$ cat src/rtl/bed_pkg.sv
// Shared types, codes and character constants for the backslash escape decoder.
// No dependencies; imported by every module of the block.
`timescale 1ns / 1ps

package bed_pkg;

  // Parser modes, one-hot.
  typedef enum logic [10:0] {
    M_IDLE     = 11'b000_0000_0001,
    M_ESC      = 11'b000_0000_0010,
    M_OCT1     = 11'b000_0000_0100,
    M_OCT2     = 11'b000_0000_1000,
    M_HEXSTART = 11'b000_0001_0000,
    M_HEX1     = 11'b000_0010_0000,
    M_HEX1BAD  = 11'b000_0100_0000,
    M_GRP      = 11'b000_1000_0000,
    M_GRP1     = 11'b001_0000_0000,
    M_GRP1BAD  = 11'b010_0000_0000,
    M_ERR      = 11'b100_0000_0000
  } bed_mode_e;

  // Status codes of the closing item.
  localparam logic [2:0] ST_OK        = 3'd0;
  localparam logic [2:0] ST_INC_ESC   = 3'd1;
  localparam logic [2:0] ST_INC_OCT   = 3'd2;
  localparam logic [2:0] ST_BAD_OCT   = 3'd3;
  localparam logic [2:0] ST_OCT_LARGE = 3'd4;
  localparam logic [2:0] ST_INC_HEX   = 3'd5;
  localparam logic [2:0] ST_BAD_HEX   = 3'd6;
  localparam logic [2:0] ST_INC_GROUP = 3'd7;

  // Item kinds.
  localparam logic KIND_DATA   = 1'b0;
  localparam logic KIND_STATUS = 1'b1;

  // Characters the parser looks for.
  localparam logic [7:0] CH_BSLASH = 8'h5C;
  localparam logic [7:0] CH_LBRACE = 8'h7B;
  localparam logic [7:0] CH_RBRACE = 8'h7D;
  localparam logic [7:0] CH_ZERO   = 8'h30;
  localparam logic [7:0] CH_THREE  = 8'h33;
  localparam logic [7:0] CH_SEVEN  = 8'h37;
  localparam logic [7:0] CH_NINE   = 8'h39;
  localparam logic [7:0] CH_LC_N   = 8'h6E;
  localparam logic [7:0] CH_LC_T   = 8'h74;
  localparam logic [7:0] CH_LC_R   = 8'h72;
  localparam logic [7:0] CH_LC_X   = 8'h78;
  localparam logic [7:0] CH_NL     = 8'h0A;
  localparam logic [7:0] CH_TAB    = 8'h09;
  localparam logic [7:0] CH_CR     = 8'h0D;

  // One result item.
  typedef struct packed {
    logic       kind;
    logic [7:0] data;
    logic [2:0] status;
    logic       eos;
  } bed_item_t;

  // Up to two results from one input byte; slot 1 is used only if slot 0 is.
  typedef struct packed {
    logic      valid0;
    logic      valid1;
    bed_item_t item0;
    bed_item_t item1;
  } bed_push_t;

  // Value of a hex digit in bits 3:0; bit 4 set means not a hex digit.
  function automatic logic [4:0] hex_value(input logic [7:0] b);
    logic [4:0] v;
    v = 5'h10;
    if (b >= 8'h30 && b <= 8'h39) v = {1'b0, b[3:0]};
    else if ((b >= 8'h61 && b <= 8'h66) || (b >= 8'h41 && b <= 8'h46)) begin
      v = {1'b0, 4'(b[3:0] + 4'd9)};
    end
    return v;
  endfunction

endpackage

$ cat src/rtl/bed_core.sv
// Parser state and per-byte decode logic of the backslash escape decoder.
// Depends on bed_pkg; produces up to two result items per accepted byte.
`timescale 1ns / 1ps

module bed_core import bed_pkg::*; (
  input  logic       clk_i,
  input  logic       rst_ni,
  input  logic       in_fire_i,
  input  logic [7:0] in_byte_i,
  input  logic       in_last_i,
  output bed_push_t  push_o
);

  bed_mode_e  mode_q, mode_d;
  logic [7:0] acc_q, acc_d;
  logic       bad_q, bad_d;
  logic       large_q, large_d;

  logic       data_v;
  logic [7:0] data_b;
  logic [2:0] status;
  logic [4:0] hv;
  logic       is_oct;
  logic       bad_now;
  bed_item_t  data_item;
  bed_item_t  stat_item;

  always_comb begin
    mode_d  = mode_q;
    acc_d   = acc_q;
    bad_d   = bad_q;
    large_d = large_q;
    data_v  = 1'b0;
    data_b  = 8'h00;
    hv      = hex_value(in_byte_i);
    is_oct  = (in_byte_i >= CH_ZERO) && (in_byte_i <= CH_SEVEN);
    bad_now = bad_q | ~is_oct;

    case (mode_q)
      M_ESC: begin
        mode_d = M_IDLE;
        if (in_byte_i == CH_LC_N) begin
          data_v = 1'b1;
          data_b = CH_NL;
        end else if (in_byte_i == CH_LC_T) begin
          data_v = 1'b1;
          data_b = CH_TAB;
        end else if (in_byte_i == CH_LC_R) begin
          data_v = 1'b1;
          data_b = CH_CR;
        end else if (in_byte_i == CH_LC_X) begin
          mode_d = M_HEXSTART;
        end else if (in_byte_i >= CH_ZERO && in_byte_i <= CH_NINE) begin
          // Digits 8 and 9 open an octal escape that is flagged bad.
          bad_d   = ~is_oct;
          large_d = in_byte_i > CH_THREE;
          acc_d   = {5'd0, in_byte_i[2:0]};
          mode_d  = M_OCT1;
        end else begin
          data_v = 1'b1;
          data_b = in_byte_i;
        end
      end
      M_OCT1: begin
        bad_d  = bad_now;
        acc_d  = {acc_q[4:0], in_byte_i[2:0]};
        mode_d = M_OCT2;
      end
      M_OCT2: begin
        bad_d = bad_now;
        if (bad_now) begin
          mode_d = M_ERR;
          acc_d  = {5'd0, ST_BAD_OCT};
        end else if (large_q) begin
          mode_d = M_ERR;
          acc_d  = {5'd0, ST_OCT_LARGE};
        end else begin
          data_v = 1'b1;
          data_b = {acc_q[4:0], in_byte_i[2:0]};
          mode_d = M_IDLE;
        end
      end
      M_HEXSTART: begin
        if (in_byte_i == CH_LBRACE) begin
          mode_d = M_GRP;
        end else begin
          acc_d  = {4'd0, hv[3:0]};
          mode_d = hv[4] ? M_HEX1BAD : M_HEX1;
        end
      end
      M_GRP: begin
        if (in_byte_i == CH_RBRACE) begin
          mode_d = M_IDLE;
        end else begin
          acc_d  = {4'd0, hv[3:0]};
          mode_d = hv[4] ? M_GRP1BAD : M_GRP1;
        end
      end
      M_HEX1, M_HEX1BAD, M_GRP1, M_GRP1BAD: begin
        // A bad first digit is only reported once its pair is complete.
        if (mode_q == M_HEX1BAD || mode_q == M_GRP1BAD || hv[4]) begin
          mode_d = M_ERR;
          acc_d  = {5'd0, ST_BAD_HEX};
        end else begin
          data_v = 1'b1;
          data_b = {acc_q[3:0], hv[3:0]};
          mode_d = (mode_q == M_GRP1) ? M_GRP : M_IDLE;
        end
      end
      M_ERR: begin
        mode_d = M_ERR;
      end
      default: begin
        if (in_byte_i == CH_BSLASH) begin
          mode_d = M_ESC;
        end else begin
          data_v = 1'b1;
          data_b = in_byte_i;
          mode_d = M_IDLE;
        end
      end
    endcase

    case (mode_d)
      M_ESC:                                             status = ST_INC_ESC;
      M_OCT1, M_OCT2:                                    status = ST_INC_OCT;
      M_HEXSTART, M_HEX1, M_HEX1BAD, M_GRP1, M_GRP1BAD:  status = ST_INC_HEX;
      M_GRP:                                             status = ST_INC_GROUP;
      M_ERR:                                             status = acc_d[2:0];
      default:                                           status = ST_OK;
    endcase

    if (in_last_i) begin
      mode_d  = M_IDLE;
      acc_d   = 8'h00;
      bad_d   = 1'b0;
      large_d = 1'b0;
    end
  end

  always_comb begin
    data_item        = '{kind: KIND_DATA, data: data_b, status: ST_OK, eos: 1'b0};
    stat_item        = '{kind: KIND_STATUS, data: 8'h00, status: status, eos: 1'b1};
    push_o.valid0    = in_fire_i & (data_v | in_last_i);
    push_o.valid1    = in_fire_i & data_v & in_last_i;
    push_o.item0     = data_v ? data_item : stat_item;
    push_o.item1     = stat_item;
  end

  always_ff @(posedge clk_i or negedge rst_ni) begin
    if (!rst_ni) begin
      mode_q  <= M_IDLE;
      acc_q   <= 8'h00;
      bad_q   <= 1'b0;
      large_q <= 1'b0;
    end else if (in_fire_i) begin
      mode_q  <= mode_d;
      acc_q   <= acc_d;
      bad_q   <= bad_d;
      large_q <= large_d;
    end
  end

  a_last_returns_idle: assert property (@(posedge clk_i) disable iff (!rst_ni)
    in_fire_i && in_last_i |=> mode_q == M_IDLE && acc_q == 8'h00)
    else $error("parser did not return to idle after the last byte");

  a_second_slot_is_status: assert property (@(posedge clk_i) disable iff (!rst_ni)
    push_o.valid1 |-> push_o.valid0 && push_o.item1.kind == KIND_STATUS
                      && push_o.item0.kind == KIND_DATA)
    else $error("second result slot used out of order");

  a_error_code_held: assert property (@(posedge clk_i) disable iff (!rst_ni)
    mode_q == M_ERR |-> acc_q[2:0] == ST_BAD_OCT || acc_q[2:0] == ST_OCT_LARGE
                        || acc_q[2:0] == ST_BAD_HEX)
    else $error("error mode without a stored error code");

endmodule

$ cat src/rtl/bed_outq.sv
// Result queue of the backslash escape decoder: takes up to two items a cycle,
// hands out one a cycle while the reader is ready. Depends on bed_pkg.
`timescale 1ns / 1ps

module bed_outq import bed_pkg::*; #(
  parameter int unsigned Depth = 4
) (
  input  logic      clk_i,
  input  logic      rst_ni,
  input  bed_push_t push_i,
  output logic      space_o,
  output logic      out_valid_o,
  input  logic      out_ready_i,
  output bed_item_t out_item_o
);

  localparam int unsigned PtrW = (Depth > 1) ? $clog2(Depth) : 1;
  localparam int unsigned CntW = $clog2(Depth + 1);
  localparam logic [PtrW-1:0] LastIdx = PtrW'(Depth - 1);

  bed_item_t       mem_q [Depth];
  logic [PtrW-1:0] head_q, head_d;
  logic [PtrW-1:0] tail_q, tail_d;
  logic [PtrW-1:0] tail_p1;
  logic [CntW-1:0] count_q, count_d;
  logic            pop;
  logic [1:0]      push_n;

  function automatic logic [PtrW-1:0] wrap_inc(input logic [PtrW-1:0] p);
    return (p == LastIdx) ? '0 : PtrW'(p + 1'b1);
  endfunction

  assign pop         = out_valid_o & out_ready_i;
  assign push_n      = {1'b0, push_i.valid0} + {1'b0, push_i.valid1};
  assign tail_p1     = wrap_inc(tail_q);
  assign out_valid_o = count_q != '0;
  assign out_item_o  = mem_q[head_q];
  // Room for a data byte and a closing status item from the same request.
  assign space_o     = count_q <= CntW'(Depth - 2);

  always_comb begin
    head_d  = pop ? wrap_inc(head_q) : head_q;
    tail_d  = tail_q;
    if (push_i.valid1) tail_d = wrap_inc(tail_p1);
    else if (push_i.valid0) tail_d = tail_p1;
    count_d = CntW'(count_q + CntW'(push_n) - CntW'(pop));
  end

  always_ff @(posedge clk_i or negedge rst_ni) begin
    if (!rst_ni) begin
      head_q  <= '0;
      tail_q  <= '0;
      count_q <= '0;
    end else begin
      head_q  <= head_d;
      tail_q  <= tail_d;
      count_q <= count_d;
    end
  end

  always_ff @(posedge clk_i) begin
    if (push_i.valid0) mem_q[tail_q] <= push_i.item0;
    if (push_i.valid1) mem_q[tail_p1] <= push_i.item1;
  end

  a_no_overflow: assert property (@(posedge clk_i) disable iff (!rst_ni)
    count_q <= CntW'(Depth))
    else $error("result queue overflow");

  a_push_needs_space: assert property (@(posedge clk_i) disable iff (!rst_ni)
    push_i.valid0 |-> $past(1'b1) && count_q <= CntW'(Depth - 2) + CntW'(!push_i.valid1))
    else $error("push into a full result queue");

  a_count_tracks: assert property (@(posedge clk_i) disable iff (!rst_ni)
    !push_i.valid0 && pop |=> count_q == $past(count_q) - 1'b1)
    else $error("queue count out of step with pops");

endmodule

$ cat src/rtl/backslash_escape_decoder.sv
// Backslash escape decoder: takes one escaped-string byte per request and
// returns decoded bytes plus one closing status item per string. The input
// byte is decoded in the same cycle it is accepted and its results land in a
// small result queue of QueueDepth entries, so a byte can be accepted every
// cycle while the queue holds at most QueueDepth-2 items. Each result leaves
// at one per cycle while m_axis_tready is high; a final byte that also yields
// a data byte makes two results, so the output port sets the sustained rate of
// one result per cycle. Depends on bed_pkg, bed_core and bed_outq.
`timescale 1ns / 1ps

module backslash_escape_decoder import bed_pkg::*; #(
  parameter int unsigned QueueDepth = 4
) (
  input  logic        clk_i,
  input  logic        rst_ni,
  input  logic        s_axis_tvalid,
  output logic        s_axis_tready,
  input  logic [7:0]  s_axis_tdata,   // [7:0] in_byte
  input  logic        s_axis_tlast,   // is_last
  output logic        m_axis_tvalid,
  input  logic        m_axis_tready,
  output logic [15:0] m_axis_tdata,   // [7:0] out_byte, [10:8] status, [15:11] zero
  output logic        m_axis_tlast,   // end_of_string
  output logic        m_axis_tuser    // item_kind
);

  logic      fire;
  bed_push_t push;
  bed_item_t item;

  assign fire = s_axis_tvalid & s_axis_tready;

  bed_core u_core (
    .clk_i     (clk_i),
    .rst_ni    (rst_ni),
    .in_fire_i (fire),
    .in_byte_i (s_axis_tdata),
    .in_last_i (s_axis_tlast),
    .push_o    (push)
  );

  bed_outq #(
    .Depth (QueueDepth)
  ) u_outq (
    .clk_i       (clk_i),
    .rst_ni      (rst_ni),
    .push_i      (push),
    .space_o     (s_axis_tready),
    .out_valid_o (m_axis_tvalid),
    .out_ready_i (m_axis_tready),
    .out_item_o  (item)
  );

  assign m_axis_tdata = {5'd0, item.status, item.data};
  assign m_axis_tlast = item.eos;
  assign m_axis_tuser = item.kind;

endmodule
$ cat config.mk
export PLATFORM = sky130hd
export DESIGN_NAME = backslash_escape_decoder
export DESIGN_NICKNAME = d
export VERILOG_FILES = /design/src/rtl/bed_pkg.sv /design/src/rtl/bed_core.sv /design/src/rtl/bed_outq.sv /design/src/rtl/backslash_escape_decoder.sv
export SDC_FILE = /design/constraint.sdc
export NUM_CORES = 1
export LEC_CHECK = 0
export BUFFER_PORTS_ARGS = -buffer_cell sky130_fd_sc_hd__buf_2
export CAP_MARGIN = 10
export CORE_MARGIN = 5
export CORE_UTILIZATION = 45
export DETAILED_ROUTE_END_ITERATION = 8
export GPL_ROUTABILITY_DRIVEN = 0
export HOLD_SLACK_MARGIN = 0.03
export PLACE_DENSITY = 0.68
export SYNTH_ARGS = -nofsm -noshare
export SYNTH_HDL_FRONTEND = slang
export SYNTH_SLANG_ARGS = --single-unit
$ cat constraint.sdc
create_clock -name clk_i -period 6.17 [get_ports clk_i]
set_input_delay 0.3085 -clock clk_i [delete_from_list [all_inputs] [get_ports clk_i]]
set_output_delay 0.3085 -clock clk_i [all_outputs]
set_load 0.05 [all_outputs]
# [Yosys cells after proc, flatten, opt, wreduce, memory -nomap -nowiden]
# Memories as Yosys holds them, arrays and structs flattened.
# Index checks and enable logic that the tools add are counted.
[op_classes] add_sub_neg=7 n_lt_le_gt_ge=9 n_eq_ne=43 muxes=75 bitwise=8 reduce_logical=21
[op_table] cell="11-bit 2-to-1 mux" n=10
[op_table] cell="8-bit 2-to-1 mux" n=10
[op_table] cell="11-bit one-hot mux with 7 select lines" n=1
[op_table] cell="5-bit 2-to-1 mux" n=13
[op_table] cell="8-bit by 7-bit equality test with 1-bit output (second input constant)" n=7
[op_table] cell="8-bit one-hot mux with 4 select lines" n=1
[op_table] cell="5-bit one-hot mux with 6 select lines" n=1
[op_table] cell="1-bit 2-to-1 mux" n=26
[op_table] cell="11-bit by 10-bit equality test with 1-bit output (second input constant)" n=2
[op_table] cell="11-bit equality test (second input constant)" n=2
[op_table] cell="11-bit by 2-bit equality test with 1-bit output (second input constant)" n=2
[op_table] cell="11-bit by 3-bit equality test with 1-bit output (second input constant)" n=2
[op_table] cell="11-bit by 4-bit equality test with 1-bit output (second input constant)" n=2
[op_table] cell="11-bit by 5-bit equality test with 1-bit output (second input constant)" n=2
[op_table] cell="11-bit by 6-bit equality test with 1-bit output (second input constant)" n=2
[op_table] cell="11-bit by 7-bit equality test with 1-bit output (second input constant)" n=2
[op_table] cell="11-bit by 8-bit equality test with 1-bit output (second input constant)" n=2
[op_table] cell="11-bit by 9-bit equality test with 1-bit output (second input constant)" n=2
[op_table] cell="3-bit != test (second input constant)" n=6
[op_table] cell="8-bit by 7-bit greater-or-equal comparator with 1-bit output (second input constant)" n=2
[op_table] cell="8-bit by 6-bit <= comparator with 1-bit output (second input constant)" n=2
[op_table] cell="8-bit by 7-bit <= comparator with 1-bit output (second input constant)" n=2
[op_table] cell="3-bit one-hot mux with 5 select lines" n=1
[op_table] cell="7-bit AND reduction" n=2
[op_table] cell="31 further kinds" n=59
[word_totals] register_bits=25 mem_bits_rw=52 in_bits=13 output_inout_bits=20 word_cells=172 n_memories=1
[memory_table] name="u_outq.mem_q" depth=4 word_bits=13 rd=1 rd_clocked_by_memory_dff=0 write_ports=2 line="bed_outq.sv:21" source="bed_item_t mem_q [Depth];"

# [Longest topological paths before layout]
[logic_depth] word_depth=13 ltp_mapped=14 mapped_depth_nobuf=13

# [Cells and area by module]
# A second synthesis with hierarchy kept.
[hier_totals] hier_cells=467 area_unflattened_um2=5316.3
[by_module_without_submodules] mod="bed_outq" instances=1 cells_each=179 area_per_inst_um2=3101.7 seq_area_each_um2=1736.7
[by_module_without_submodules] mod="bed_core" instances=1 cells_each=281 area_per_inst_um2=2167.1 seq_area_each_um2=451.7
[by_module_without_submodules] mod="backslash_escape_decoder" instances=1 cells_each=7 area_per_inst_um2=47.5 seq_area_each_um2=0.0

# [Least setup slack after synthesis]
# No wires, ideal clock.
[synth_timing] kind="register to register" startpoint="register u_core.mode_q[8]" endpoint="register u_outq.count_q[2]" setup_ns=0.123 arrival_time_ns=3.280 t_required_ns=6.047 path_slack_ns=2.767 path_stages_with_launch=15 n_path_buf=3 period_less_slack_ns=3.403 cell_sequence="dfrtp_1 clkbuf_1 xor2_1 and4b_1 clkbuf_1 or3_1 buf_4 o211ai_4 o21a_4 o21ai_2 ha_1 inv_1 fa_1 fa_1 xnor2_1"
[synth_between] elab_chain_len=10 word_cells_on_any_way=23 classes_between="add/sub (3); eq/ne (10); mux (2); bitwise (4); reduce/logical (4)"
[synth_rtl] item="start, declared" line="bed_core.sv:14" source="bed_mode_e mode_q, mode_d;"
[synth_rtl] item="start signal, assigned" line="bed_core.sv:157" source="mode_q <= mode_d;"
[synth_rtl] item="11-bit by 7-bit equality test with 1-bit output or 11-bit by 10-bit equality test with 1-bit output (tied branches)" line="bed_core.sv:39, bed_core.sv:101"
[synth_rtl] item="1-bit logical OR (2 in a row)" line="bed_core.sv:101" source="if (mode_q == M_HEX1BAD || mode_q == M_GRP1BAD || hv[4]) begin"
[synth_rtl] item="1-bit 2-to-1 mux" line="bed_core.sv:101"
[synth_rtl] item="1-bit one-hot mux with 4 select lines (*)" line="bed_core.sv:39" source="case (mode_q)"
[synth_rtl] item="1-bit bitwise OR or 1-bit bitwise AND (tied branches)" line="bed_core.sv:144, bed_core.sv:145"
[synth_rtl] item="1-bit bitwise AND (on tied branches)" line="bed_core.sv:144, bed_core.sv:145"
[synth_rtl] item="1-bit by 1-bit adder with 2-bit output (*)" line="bed_outq.sv:34" source="assign push_n = {1'b0, push_i.valid0} + {1'b0, push_i.valid1};"
[synth_rtl] item="3-bit by 2-bit adder with 3-bit output (*)" line="bed_outq.sv:46" source="count_d = CntW'(count_q + CntW'(push_n) - CntW'(pop));"
[synth_rtl] item="3-bit by 1-bit subtractor with 3-bit output (*)" line="bed_outq.sv:46"
[synth_rtl] item="named net u_outq.count_d[2]" line="bed_outq.sv:25" source="logic [CntW-1:0] count_q, count_d;"
[synth_rtl] item="end signal, assigned" line="bed_outq.sv:57" source="count_q <= count_d;"
[synth_rtl] item="end, declared" line="bed_outq.sv:25"
# Mark *: on every way through the listed nets, which the timed path passes. The rest lies on a longest branch.
# A chain may end at the register's enable or synchronous reset.

# [Worst setup path in the final report]
[layout_timing] startpoint="input port s_axis_tdata[0]" endpoint="register u_outq.count_q[2]"
[layout_between] elab_chain_len=13 word_cells_on_any_way=38 classes_between="add/sub (3); order compare (7); eq/ne (5); mux (11); bitwise (6); reduce/logical (6)"
[layout_rtl] item="start, declared" line="backslash_escape_decoder.sv:18" source="input logic [7:0] s_axis_tdata,"
[layout_rtl] item="8-bit by 6-bit greater-or-equal comparator with 1-bit output (tied with other cells)" line="bed_pkg.sv:72, bed_core.sv:36, bed_core.sv:53"
[layout_rtl] item="1-bit logical AND (on tied branches)" line="bed_pkg.sv:72, bed_core.sv:53, bed_pkg.sv:73"
[layout_rtl] item="1-bit 2-to-1 mux or 1-bit logical OR (tied branches)" line="bed_core.sv:53, bed_pkg.sv:73"
[layout_rtl] item="1-bit 2-to-1 mux or 5-bit 2-to-1 mux (tied branches)" line="bed_core.sv:51, bed_pkg.sv:73"
[layout_rtl] item="1-bit 2-to-1 mux or 5-bit 2-to-1 mux (tied branches)" line="bed_core.sv:48, bed_pkg.sv:72"
[layout_rtl] item="1-bit 2-to-1 mux or 1-bit logical OR (tied branches)" line="bed_core.sv:45, bed_core.sv:101"
[layout_rtl] item="1-bit 2-to-1 mux (on tied branches)" line="bed_core.sv:42, bed_core.sv:101"
[layout_rtl] item="1-bit one-hot mux with 4 select lines (*)" line="bed_core.sv:39"
[layout_rtl] item="1-bit bitwise OR or 1-bit bitwise AND (tied branches)" line="bed_core.sv:144, bed_core.sv:145"
[layout_rtl] item="1-bit bitwise AND (on tied branches)" line="bed_core.sv:144, bed_core.sv:145"
[layout_rtl] item="1-bit by 1-bit adder with 2-bit output (*)" line="bed_outq.sv:34"
[layout_rtl] item="3-bit by 2-bit adder with 3-bit output (*)" line="bed_outq.sv:46"
[layout_rtl] item="3-bit by 1-bit subtractor with 3-bit output (*)" line="bed_outq.sv:46"
[layout_rtl] item="named net u_outq.count_d[2]" line="bed_outq.sv:25"
# Marked as above.

==> results.rst <==
.. list-table::
   :header-rows: 1

   * - Metric
     - Value
   * - Final Hold Vio Count
     - 0
   * - Clk sinks
     - 73
   * - Post-Synth Adder-Cell Area
     - 4.00%
   * - Vias per cell
     - 6.51
   * - First-pass GRT wire length
     - around 21 mm
   * - Kind of start point of the critical path
     - input pin
   * - Length of the first detailed-routing pass in iterations
     - 5
   * - Floorplan die area
     - 0.0127 mm^2
   * - Ranking of synthesized cells by area
     - dfxtp_1 15%, dfrtp_1 13%, edfxtp_1 7.6%
   * - ANT cells
     - 0
   * - Placed Cells incl. Taps
     - 641
   * - Max-slew violation count
     - 0
   * - Path category of the worst min-delay check
     - in2reg
   * - Die extent in x
     - 113 um
   * - Buffers added on ports
     - 27
   * - Total standard cell area after synthesis
     - 0.00476 mm^2
   * - Capture endpoint of the worst hold path
     - u_outq.head_q[0]$_DFFE_PN0P_
   * - Register area share after synthesis
     - 35.9%
   * - Synth cell types
     - 85
   * - Most common cell after layout, fill and taps aside
     - nand2_1
   * - Fill cell total of the finished layout
     - 963
   * - VDD IR max
     - about 230 uV
   * - Hold Path Depth
     - 3
   * - Number of levels the H-tree was split into
     - 3
   * - Chip Height
     - 113 um
   * - GR Util All Layers
     - 20.8%
   * - Post-Synth Simple-Gate Area
     - 21.9%
   * - Cell type contributing the most total cell area after synthesis
     - dfxtp_1
   * - Maximum frequency from static timing analysis
     - 0.244 GHz
   * - Number of max-cap violations
     - 0
   * - Core area
     - 0.0103 mm^2
   * - Power per cell area
     - 407 mW/mm^2
   * - Synthesized area per cell
     - 9.29 um^2
   * - Transition time of the tightest slew-check pin
     - 959 ps
   * - Hold_sp
     - m_axis_tready
   * - Wirelength, routed
     - 13.1 mm
   * - Required arrival time at the worst endpoint
     - 6410 ps
   * - Global-route congestion overflow total
     - 0
   * - Initial standard-cell utilization of the core
     - between 40% and 50%
   * - Number of buffers added by the clock tree synthesis step
     - 9
   * - Worst-case reg-to-reg path depth
     - 9
   * - Clock tree skew after final layout
     - between 7 and 8 ps
   * - Endpoint of the lowest-slack register-to-register path
     - u_outq.count_q[2]$_DFF_PN0_
   * - Count of buffers added by post-CTS timing repair for setup
     - 0
   * - Maximum number of pins on one net before global-route repair
     - 30
   * - Non-filler cells in the finished layout
     - around 660
   * - Number of enable flip-flop cells after synthesis
     - 12
   * - Synth-to-Final Area Change
     - 7.15%
   * - Worst slew margin relative to its limit
     - 36.1%
   * - Count of cells resized by post-cts repair
     - 0
   * - Most common flop cell mapped by yosys
     - dfxtp_1
   * - Clock tree from TritonCTS
     - yes
   * - HPWL after DPL
     - 9.39 mm
   * - Share of cell area taken by muxes after synthesis
     - under 10%
   * - Clock latency reported for the late side of the worst-skew pair
     - 360 ps
   * - Share of async-settable or async-resettable flops after synthesis
     - roughly 34%
   * - Ratio of cells with drive above 1 in the final layout
     - approximately 16%
   * - Outcome
     - completed
   * - Count of mapped cells out of synthesis
     - 512
   * - Crit path max fanout
     - 16
   * - Leading cell types in the layout, fill and taps excluded
     - 47 x nand2_1, 36 x dfxtp_1, 35 x nor2_1, 28 x nor3_1, 27 x buf_2
   * - Combinational family with the most area after synthesis
     - compound AO/OA/AOI/OAI gates
   * - Number of antenna violations at the first check in global routing
     - 0
   * - Critical register-to-register path startpoint
     - u_core.mode_q[2]$_DFFE_PN0P_
   * - Deepest clock path buffer count
     - 2
   * - Clock-pin slew on the worst setup and hold paths
     - 80 ps
   * - Compound-Gate Fraction of Synth Area
     - between 20% and 30%
   * - Share of the cycle needed by the critical path after routing
     - 66.5%
   * - Final-layout setup total negative slack
     - 0 ps
   * - Parity-gate share of the synthesized area counting xor and xnor cells
     - 1.47%
   * - Setup violations, final
     - 0
   * - Number of DRC markers after the initial detailed-route iteration
     - 546
   * - Vias
     - 4282
   * - Via count of the first global-routing pass
     - 4041
   * - Clk root buf
     - clkbuf_8
   * - Drc violations
     - 0
   * - Number of placement rows
     - 37
   * - Number of synthesis warnings
     - 0
   * - Portion of synthesized cell area occupied by the leading cell type
     - between 10% and 20%
   * - Post-detailed-route wirelength per cell
     - 19.8 um
   * - Top-level port count
     - 33
   * - Unrepaired setup endpoints after global routing
     - false
   * - Critical path endpoint category
     - register
   * - Antenna-violating nets left
     - 0
   * - Min Clock Period, post-route
     - 4100 ps
   * - Arrival time at the worst endpoint
     - 4350 ps
   * - Final layout net count
     - 544
   * - Post-synthesis sequential element count
     - 73
   * - Register-to-Register Setup Slack
     - 2180 ps
   * - Static leakage power
     - 1.99 nW
   * - Critical setup path kind
     - in2reg
registers in the layout (all words and copies together) (netlist names):
signal and flops:
u_core.acc_q 5, u_core.bad_q 1, u_core.large_q 1, u_core.mode_q 11, u_outq.count_q 3, u_outq.head_q 2, u_outq.mem_q 48, u_outq.tail_q 2
power breakdown:
part	total [mW]	internal [mW]	switching (mW)
Combinational	0.919	0.330	0.589
Sequential	0.767	0.637	0.130
Clock	0.388	0.178	0.210
Total	2.07	1.15	0.929
worst max-delay path: stages:
cell      delay [ps]
buf_2            160
inv_1            140
ha_1             300
o21bai_1         150
a21oi_1          680
a21oi_1          260
nor2_2           640
o21a_4           350
o21ai_2           90
ha_1             290
inv_1             50
fa_1             400
fa_1             380
xnor2_1          130
final cells by class:
cell class	count	area [um^2]	share of cell area, %
multi-input cells	388	2810	55.0
inverters	16	60.1	1.18
well taps	136	170	3.34
clock buffers	10	149	2.92
clock inverters	6	52.6	1.03
repair buffers	29	153	2.99
flip-flops and latches	73	1710	33.5
Yosys cell counts (9+ instances only):
master    number
nand2_1       47
nor3_1        28
nand3_1       17
dfxtp_1       36
buf_4         10
edfxtp_1      12
a21oi_1       20
a211oi_1      11
o22ai_1        9
ha_1          12
dfrtp_1       24
nor2_1        35
clkbuf_1      21
mux4_2        12
inv_1         16
o21ai_0       23
logic make-up after synthesis:
group                    Yosys count
AND/OR/NAND/NOR                  194
XOR/XNOR                           8
multiplexers                      23
buffers and inverters             55
other                              1
flip-flops                        73
AO/OA/AOI/OAI                    144
adder cells (fa/ha/maj)           14
per-stage QoR:
step | util [%] | cell area (um^2) | hold WS, ps | power, mW | worst slack, ps
final | 49.4 | 5100 | 332 | 2.07 | 2070
after global routing | 49.4 | 5100 | 361 | 2.21 | 1780
after CTS | 49.4 | 5100 | 328 | 2.08 | 2160
after detailed placement | 47.3 | 4890 | 363 | 1.70 | 1780
after global placement | 47.3 | 4890 | 350 | 1.67 | 1930
after floorplan | - | 4770 | 12.9 | 1.49 | 2770
metal layers:
metal / vias to the layer above / GRT usage (%) / part of all wire [%]
li1: 1964 / - / -
met1: 2097 / 28.9 / 44
met2: 192 / 32.7 / 46
met3: 29 / 2.78 / 6.7
met4: 0 / 8.81 / 3.2
met5: - / 0 / 0
worst max-delay path by stage:
| stage | start | end | slack, ps | cells after the start |
|---|---|---|---|---|
| floorplan | u_core.mode_q[8]$_DFFE_PN0P_ | u_outq.count_q[2]$_DFF_PN0_ | 2770 | 14 |
| global placement | s_axis_tdata[0] | u_outq.count_q[2]$_DFF_PN0_ | 1930 | 14 |
| detailed placement | s_axis_tdata[0] | u_outq.count_q[2]$_DFF_PN0_ | 1780 | 14 |
| CTS | s_axis_tdata[0] | u_outq.count_q[2]$_DFF_PN0_ | 2160 | 14 |
| global route | s_axis_tdata[0] | u_outq.count_q[2]$_DFF_PN0_ | 1780 | 14 |
| finish | s_axis_tdata[0] | u_outq.count_q[2]$_DFF_PN0_ | 2070 | 14 |
repair_timing:
action	CTS	global route
hold buffers	1	0
endpoints found under the hold margin	24	0
endpoints found under the setup margin	0	0
(Power assumes the default switching activity.)
